--- src/rtl/pem_pkg.sv ---
// shared constants for the modular polynomial evaluator
// no dependencies; imported by pem_step, polynomial_eval_modular_unit and the testbench
package pem_pkg;

	localparam int DEF_WORD_BITS = 64;
	localparam int FIELD_BITS    = 64;
	localparam int ADDR_BITS     = 4;
	localparam int DATA_BITS     = 64;

	localparam logic REG_MODULUS = 1'b0;

endpackage

--- src/rtl/pem_step.sv ---
// shared modular step: optional doubling then addition, both modulo m
// depends on pem_pkg; operands r and a must satisfy r < m and a <= m
module pem_step #(
	parameter int WORD_BITS = pem_pkg::DEF_WORD_BITS
) (
	input  logic [WORD_BITS-1:0] r,
	input  logic [WORD_BITS-1:0] a,
	input  logic [WORD_BITS-1:0] m,
	input  logic                 dbl,
	output logic [WORD_BITS-1:0] s
);
	import pem_pkg::*;

	logic [WORD_BITS:0]   twice;
	logic [WORD_BITS:0]   twice_red;
	logic [WORD_BITS-1:0] base;
	logic [WORD_BITS:0]   sum;
	logic [WORD_BITS:0]   sum_red;

	always_comb begin
		twice     = {r, 1'b0};
		twice_red = (twice >= {1'b0, m}) ? (twice - {1'b0, m}) : twice;
		base      = dbl ? twice_red[WORD_BITS-1:0] : r;
		sum       = {1'b0, base} + {1'b0, a};
		sum_red   = (sum >= {1'b0, m}) ? (sum - {1'b0, m}) : sum;
		s         = sum_red[WORD_BITS-1:0];
	end

endmodule

--- src/rtl/polynomial_eval_modular_unit.sv ---
// horner evaluation modulo a configured modulus, one coefficient per transaction
// depends on pem_pkg and pem_step; one shared modular step unit, one bit per cycle
// sequence: optional coefficient reduction, optional accumulator reduction, multiply, add, output
// (coefficient reduction and accumulator reduction are skipped when already below modulus)
// input stalls while busy, so a new term is accepted only after the previous one has left the output step
// reset: accumulator cleared, modulus set to one, no result pending
module polynomial_eval_modular_unit #(
	parameter int WORD_BITS = pem_pkg::DEF_WORD_BITS
) (
	input  logic                           clk,
	input  logic                           arst_n,
	input  logic                           in_valid,
	output logic                           in_stall,
	input  logic [pem_pkg::FIELD_BITS-1:0] coefficient,
	input  logic [pem_pkg::FIELD_BITS-1:0] point,
	input  logic                           last_term,
	output logic                           out_valid,
	input  logic                           out_stall,
	output logic [pem_pkg::FIELD_BITS-1:0] value,
	output logic                           is_root,
	input  logic                           psel,
	input  logic                           penable,
	input  logic                           pwrite,
	input  logic [pem_pkg::ADDR_BITS-1:0]  paddr,
	input  logic [pem_pkg::DATA_BITS-1:0]  pwdata,
	output logic [pem_pkg::DATA_BITS-1:0]  prdata,
	output logic                           pready
);
	import pem_pkg::*;

	localparam int CNT_BITS = $clog2(WORD_BITS);

	localparam logic [2:0] S_IDLE = 3'd0;
	localparam logic [2:0] S_REDC = 3'd1;
	localparam logic [2:0] S_REDA = 3'd2;
	localparam logic [2:0] S_MUL  = 3'd3;
	localparam logic [2:0] S_ADD  = 3'd4;
	localparam logic [2:0] S_OUT  = 3'd5;

	logic [2:0]             state_q;
	logic [CNT_BITS-1:0]    cnt_q;
	logic                   out_valid_q;
	logic [WORD_BITS-1:0]   acc_q;
	logic [DATA_BITS-1:0]   modulus_q;

	logic [WORD_BITS-1:0]   sh_q;
	logic [WORD_BITS-1:0]   r_q;
	logic [WORD_BITS-1:0]   cr_q;
	logic [WORD_BITS-1:0]   a_q;
	logic [WORD_BITS-1:0]   point_q;
	logic                   last_q;
	logic [FIELD_BITS-1:0]  value_q;
	logic                   is_root_q;

	logic [WORD_BITS-1:0]   m_masked;
	logic [WORD_BITS-1:0]   m_act;
	logic [WORD_BITS-1:0]   coef_in;
	logic [WORD_BITS-1:0]   addend;
	logic                   dbl;
	logic [WORD_BITS-1:0]   step_s;
	logic                   cnt_done;
	logic                   coef_small;
	logic                   acc_small;
	logic                   out_free;
	logic                   cfg_wr;

	assign m_masked   = modulus_q[WORD_BITS-1:0];
	assign m_act      = (m_masked == '0) ? WORD_BITS'(1) : m_masked;
	assign coef_in    = coefficient[WORD_BITS-1:0];
	assign cnt_done   = (cnt_q == '0);
	assign coef_small = (coef_in < m_act);
	assign acc_small  = (acc_q < m_act);
	assign out_free   = !out_valid_q || !out_stall;
	assign cfg_wr     = psel && penable && pwrite && pready;

	assign in_stall  = (state_q != S_IDLE);
	assign out_valid = out_valid_q;
	assign value     = value_q;
	assign is_root   = is_root_q;
	assign prdata    = modulus_q;
	assign pready    = 1'b1;

	always_comb begin
		dbl = (state_q != S_ADD);
		case (state_q)
			S_REDC, S_REDA: addend = WORD_BITS'(sh_q[WORD_BITS-1]);
			S_MUL:          addend = sh_q[WORD_BITS-1] ? a_q : '0;
			S_ADD:          addend = cr_q;
			default:        addend = '0;
		endcase
	end

	pem_step #(
		.WORD_BITS(WORD_BITS)
	) u_step (
		.r  (r_q),
		.a  (addend),
		.m  (m_act),
		.dbl(dbl),
		.s  (step_s)
	);

	// control state
	always_ff @(posedge clk or negedge arst_n) begin
		if (!arst_n) begin
			state_q     <= S_IDLE;
			cnt_q       <= '0;
			out_valid_q <= 1'b0;
			acc_q       <= '0;
			modulus_q   <= DATA_BITS'(1);
		end else begin
			if (cfg_wr && (paddr[3] == REG_MODULUS)) begin
				modulus_q <= pwdata;
			end
			if ((state_q == S_OUT) && last_q && out_free) begin
				out_valid_q <= 1'b1;
			end else if (out_valid_q && !out_stall) begin
				out_valid_q <= 1'b0;
			end
			case (state_q)
				S_IDLE: begin
					if (in_valid) begin
						cnt_q <= CNT_BITS'(WORD_BITS - 1);
						if (!coef_small) begin
							state_q <= S_REDC;
						end else if (acc_small) begin
							state_q <= S_MUL;
						end else begin
							state_q <= S_REDA;
						end
					end
				end
				S_REDC: begin
					if (cnt_done) begin
						cnt_q   <= CNT_BITS'(WORD_BITS - 1);
						state_q <= acc_small ? S_MUL : S_REDA;
					end else begin
						cnt_q <= cnt_q - 1'b1;
					end
				end
				S_REDA: begin
					if (cnt_done) begin
						cnt_q   <= CNT_BITS'(WORD_BITS - 1);
						state_q <= S_MUL;
					end else begin
						cnt_q <= cnt_q - 1'b1;
					end
				end
				S_MUL: begin
					if (cnt_done) begin
						state_q <= S_ADD;
					end else begin
						cnt_q <= cnt_q - 1'b1;
					end
				end
				S_ADD: begin
					state_q <= S_OUT;
				end
				S_OUT: begin
					if (!last_q) begin
						acc_q   <= r_q;
						state_q <= S_IDLE;
					end else if (out_free) begin
						acc_q   <= '0;
						state_q <= S_IDLE;
					end
				end
				default: begin
					state_q <= S_IDLE;
				end
			endcase
		end
	end

	// datapath
	always_ff @(posedge clk) begin
		case (state_q)
			S_IDLE: begin
				if (in_valid) begin
					point_q <= point[WORD_BITS-1:0];
					last_q  <= last_term;
					cr_q    <= coef_in;
					a_q     <= acc_q;
					r_q     <= '0;
					if (!coef_small) begin
						sh_q <= coef_in;
					end else if (acc_small) begin
						sh_q <= point[WORD_BITS-1:0];
					end else begin
						sh_q <= acc_q;
					end
				end
			end
			S_REDC: begin
				if (cnt_done) begin
					cr_q <= step_s;
					r_q  <= '0;
					a_q  <= acc_q;
					sh_q <= acc_small ? point_q : acc_q;
				end else begin
					r_q  <= step_s;
					sh_q <= {sh_q[WORD_BITS-2:0], 1'b0};
				end
			end
			S_REDA: begin
				if (cnt_done) begin
					a_q  <= step_s;
					r_q  <= '0;
					sh_q <= point_q;
				end else begin
					r_q  <= step_s;
					sh_q <= {sh_q[WORD_BITS-2:0], 1'b0};
				end
			end
			S_MUL: begin
				r_q  <= step_s;
				sh_q <= {sh_q[WORD_BITS-2:0], 1'b0};
			end
			S_ADD: begin
				r_q <= step_s;
			end
			S_OUT: begin
				if (last_q && out_free) begin
					value_q   <= FIELD_BITS'(r_q);
					is_root_q <= (r_q == '0);
				end
			end
			default: begin
				r_q <= r_q;
			end
		endcase
	end

	a_out_from_seq: assert property (@(posedge clk) disable iff (!arst_n)
		$rose(out_valid_q) |-> ($past(state_q) == S_OUT) && $past(last_q))
		else $error("result raised outside the output step of a last term");

	a_root_flag: assert property (@(posedge clk) disable iff (!arst_n)
		$rose(out_valid_q) |-> (is_root_q == (value_q == '0)) && (acc_q == '0))
		else $error("root flag or accumulator clear inconsistent with result");

	a_add_bound: assert property (@(posedge clk) disable iff (!arst_n)
		(state_q == S_ADD) |=> (r_q < $past(m_act)))
		else $error("sum not reduced below modulus");

	a_mul_exit: assert property (@(posedge clk) disable iff (!arst_n)
		(state_q == S_MUL) && cnt_done |=> (state_q == S_ADD))
		else $error("multiply phase did not hand over to the add step");

endmodule

--- config.mk ---
export PLATFORM = sky130hd
export DESIGN_NAME = polynomial_eval_modular_unit
export DESIGN_NICKNAME = d
export VERILOG_FILES = /design/src/rtl/pem_pkg.sv /design/src/rtl/pem_step.sv /design/src/rtl/polynomial_eval_modular_unit.sv
export SDC_FILE = /design/constraint.sdc
export NUM_CORES = 2
export LEC_CHECK = 0
export BUFFER_PORTS_ARGS = -buffer_cell sky130_fd_sc_hd__buf_2
export CAP_MARGIN = 20
export CELL_PAD_IN_SITES_DETAIL_PLACEMENT = 1
export CELL_PAD_IN_SITES_GLOBAL_PLACEMENT = 1
export CORE_MARGIN = 1.5
export CORE_UTILIZATION = 48
export CTS_CLUSTER_SIZE = 20
export DETAILED_ROUTE_END_ITERATION = 12
export PLACE_DENSITY = 0.89
export SLEW_MARGIN = 40
export SYNTH_ARGS = -nofsm -noshare
export SYNTH_HDL_FRONTEND = slang
export SYNTH_SLANG_ARGS = --single-unit
--- constraint.sdc ---
create_clock -name clk -period 11 [get_ports clk]
set_input_delay 0.55 -clock clk [delete_from_list [all_inputs] [get_ports clk]]
set_output_delay 0.55 -clock clk [all_outputs]
set_load 0.01 [all_outputs]
==> metrics list <==
- Worst clock skew on the final layout: 0.02509 ns
- Number of nets produced by synthesis: 4,639
- Detailed placement finished with a half-perimeter wire length of 133,100 µm.
- Mean instance size in the synthesized netlist: 9.390 µm²
- In this run the worst setup path terminates at cr_q[19]$_DFFE_PP_.
* Category of the most critical setup path: reg2reg
- At the later pin of the worst-skew pair, clock insertion delay measures 0.66 ns.
- The floorplan step defined a core boundary enclosing 79,260 µm².
- Antenna violations before repair: 11
* Nature of the critical path startpoint: register
- The final count of pins violating max slew is 0.
- Routability-driven placement finished with a final weighted congestion of around 1.0.
* WP data required: about 11 ns
* Setup crit end kind: register
- Initial standard-cell utilization of the core: 48.73%
* Proportion of layout cells with a drive suffix above 1: 18.54%
* GRT Resource Usage Total: 42.51%
- Fraction of the core area covered by cells at the end of the flow: 56.92%
- Synthesized area: 38,620 µm²
- After layout, the worst path uses 97.85% of the clock period.
- The worst pin sits at a relative slew slack of 37.18%.
- During placement, the flow inserted port buffers numbering 331.
- In this run the critical register-to-register path is launched from prdata[3]$_DFFE_PN0P_.
* Routed wire length: 179,200 µm
- H-tree level count: 2
- Clock tree from TritonCTS: yes
* Pin count of the biggest net entering global routing: 69
- Critical Path Start: prdata[3]$_DFFE_PN0P_
* Congestion Overflow GR: 0
- Number of filler cells placed in the layout: 9,078
- Count of flip-flops with a built-in enable after synthesis: 386
* Max-Cap Viols: 0
- Buffer and inverter count on the worst path: 4
- Setup violations remaining at the end of the flow were counted as 0.
- The sequential cells in the finished layout cover a total of 15,050 µm².
- Critical Path Slowest Stage Cell: sky130_fd_sc_hd__nor4_4
- Synthesized instance count: 4,113
- The number of failing hold endpoints at the final stage came to 0.
- Die width: approximately 290 µm
- Clock-pin transition on the worst setup and hold timing paths: 0.07 ns
* Area growth syn-to-layout: 16.81%
- Post-DR wirelength/cell: 31.68 µm
* Number of unique standard cell types used by synthesis: 88
- The worst register-to-register path has a depth of 40.
- Post-layout nets: 5,077
- The endpoint identified for the worst register-to-register timing path is cr_q[19]$_DFFE_PP_.
- Summing over every cut layer, the via total after detailed routing is 39,224.
* Post-route DRC violation count: 0
* Total placed instance area: 43,090 µm²
- Most frequently used flop master after synthesis: sky130_fd_sc_hd__edfxtp_1
- In this run, the number of DRC markers left after iteration 0 of detailed routing was 4,838.
* Number of sinks driven by the clock tree: 524
- The synthesized design contains 524 register bits.
* Maximum clock path buffer count: 3
- Area of the multi-input gates: 22,340 µm²
- After detailed routing, the number of vias per cell comes to 6.934.
- The first global-routing pass estimated 262,100 µm of wire.
* Slack of the worst reg-to-reg path: 0.24 ns
* Largest incremental delay on the critical path: about 0.7 ns
- The finished cells cover roughly 45,000 µm².
* Logic depth of the worst path, buffers included: 40
- Synth warnings: 0
- In this run the clock root is driven by a sky130_fd_sc_hd__clkbuf_16.
- Placement row count: 103
* CP max FO: 35
- Overall die area: 82,170 µm²
- The run finished with clean final reports.
* Cell family contributing the most delay on the critical path: compound AO/OA/AOI/OAI gates
- Clock buffer count from CTS: 57
- The path class of the tightest hold or removal check is in2reg.
* Die Y-Extent: 286.7 µm
- Derived from the worst setup path, the maximum achievable clock frequency is 92.90 MHz.
- Setup Total Neg Slack: 0 ns
* Ports: 336
- The worst path needs 10.76 ns of the cycle, external delays included.
* Slew of the pin with the lowest slew margin: between 0.9 and 1 ns
* Asr flop ratio synth: 26.34%
* Via count of the first global-routing pass: 40,227
- Summing the sequential cell areas from Yosys gives 38.96% of the chip area.
- At the worst endpoint, the arrival time is 11.11 ns.
- Length of the first detailed-routing pass in iterations: 6
- In this run the remaining antenna-violating nets after routing total 0.
-- registers in the layout (all words and copies together), names as in the netlist --
signal	count
prdata	64
out_valid	1
is_root	1
cnt_q	6
last_q	1
a_q	64
r_q	64
acc_q	64
value	64
sh_q	64
cr_q	64
point_q	64
state_q	3
-- area by class of cell --
cell class / instances / area share (%)
well taps: 1050 / 2.912
clock buffers: 83 / 3.622
inverters: 127 / 1.068
flip-flops and latches: 524 / 33.36
multi-input cells: 3211 / 49.51
repair buffers: 630 / 8.867
diodes: 7 / 0.03883
clock inverters: 25 / 0.6185
-- through the flow --
step                      hold WS (ns)  setup slack (ns)  std cells
after floorplan                 0.2544             2.371       4113
final                          0.06656            0.2363       5657
after detailed placement        0.4380            0.4619       5540
after global routing           0.06406          -0.01313       5650
after CTS                      0.04638            0.3417       5649
after global placement          0.4262            0.5766       5538
-- cell usage after synthesis (15+ instances only) --
master | instances | area (µm²)
sky130_fd_sc_hd__mux2_2 | 66 | 743.2
sky130_fd_sc_hd__nand2_1 | 393 | 1475
sky130_fd_sc_hd__nor2_1 | 333 | 1250
sky130_fd_sc_hd__nor2b_1 | 39 | 244.0
sky130_fd_sc_hd__a22oi_1 | 17 | 127.6
sky130_fd_sc_hd__o21a_1 | 24 | 180.2
sky130_fd_sc_hd__and3_1 | 27 | 168.9
sky130_fd_sc_hd__a22o_1 | 128 | 1121
sky130_fd_sc_hd__nand2b_1 | 26 | 162.7
sky130_fd_sc_hd__or3_1 | 20 | 125.1
sky130_fd_sc_hd__a31oi_1 | 38 | 237.7
sky130_fd_sc_hd__nor3_1 | 55 | 275.3
sky130_fd_sc_hd__inv_1 | 127 | 476.7
sky130_fd_sc_hd__and2_1 | 23 | 143.9
sky130_fd_sc_hd__a221o_1 | 15 | 150.1
sky130_fd_sc_hd__clkbuf_1 | 214 | 803.3
sky130_fd_sc_hd__xnor2_1 | 96 | 840.8
sky130_fd_sc_hd__nor4_1 | 40 | 250.2
sky130_fd_sc_hd__nand4_1 | 82 | 513.0
sky130_fd_sc_hd__xor2_1 | 75 | 656.9
sky130_fd_sc_hd__dfrtp_1 | 137 | 3428
sky130_fd_sc_hd__a211o_1 | 15 | 131.4
sky130_fd_sc_hd__mux2i_1 | 149 | 1491
sky130_fd_sc_hd__nand3_1 | 58 | 290.3
sky130_fd_sc_hd__o21ai_0 | 316 | 1582
sky130_fd_sc_hd__o22ai_1 | 20 | 125.1
sky130_fd_sc_hd__a21o_1 | 157 | 1179
sky130_fd_sc_hd__a211oi_1 | 27 | 202.7
sky130_fd_sc_hd__a221oi_1 | 57 | 499.2
sky130_fd_sc_hd__buf_2 | 24 | 120.1
sky130_fd_sc_hd__a2111oi_0 | 15 | 131.4
sky130_fd_sc_hd__o221ai_1 | 51 | 446.7
sky130_fd_sc_hd__ha_1 | 319 | 3991
sky130_fd_sc_hd__o21bai_1 | 37 | 277.8
sky130_fd_sc_hd__edfxtp_1 | 386 | 11590
sky130_fd_sc_hd__o21ai_1 | 19 | 95.09
sky130_fd_sc_hd__a21oi_1 | 323 | 1617
-- kinds of logic (layout without fill, tap and decap cells) --
logic type,Yosys count,count (layout),share of synthesized area [%]
simple gates,1132,1132,13.41
other cells,1,8,0.009710
buf+inv,378,865,3.881
flops,524,524,38.96
xor+xnor,171,171,3.878
compound gates,1369,1369,23.56
fa+ha+maj,322,322,10.49
mux,216,216,5.815
-- worst min path at each step --
stage,start,endpoint,slack (ns),depth (start not counted)
final,last_term,last_q$_DFFE_PP_,0.07,1
after global routing,last_term,last_q$_DFFE_PP_,0.06,1
after CTS,last_term,last_q$_DFFE_PP_,0.05,1
after detailed placement,arst_n,prdata[13]$_DFFE_PN0P_,0.44,1
after global placement,arst_n,prdata[13]$_DFFE_PN0P_,0.43,1
after floorplan,arst_n,acc_q[0]$_DFFE_PN0P_,0.25,0
-- layer usage --
layer | up-vias | wire length, µm | GRT usage, %
li1 | 16455 | - | -
met1 | 19562 | 69050 | 54.35
met2 | 2546 | 81170 | 67.63
met3 | 651 | 18230 | 8.975
met4 | 10 | 10720 | 22.29
met5 | - | 65 | 0
-- timing repair --
item                                   4_1_cts  5_1_grt
endpoints found under the hold margin       25        0
gates resized for setup                      0        6
hold buffers                                 1        0
buffers inserted                             0        1
setup endpoints to repair                    0      152
-- placed cells by master, fill, tap and decap left out, types with 147 or more instances in the layout --
master                     Yosys  layout
sky130_fd_sc_hd__nand2_1     393     389
sky130_fd_sc_hd__mux2i_1     149     147
sky130_fd_sc_hd__a21o_1      157     157
sky130_fd_sc_hd__buf_2        24     330
sky130_fd_sc_hd__a21oi_1     323     318
sky130_fd_sc_hd__edfxtp_1    386     386
sky130_fd_sc_hd__o21ai_0     316     316
sky130_fd_sc_hd__ha_1        319     319
sky130_fd_sc_hd__buf_4         9     282
sky130_fd_sc_hd__nor2_1      333     330
Power is not shown: default switching activity piles up to over one toggle a cycle in this logic, so the estimate is an artifact.
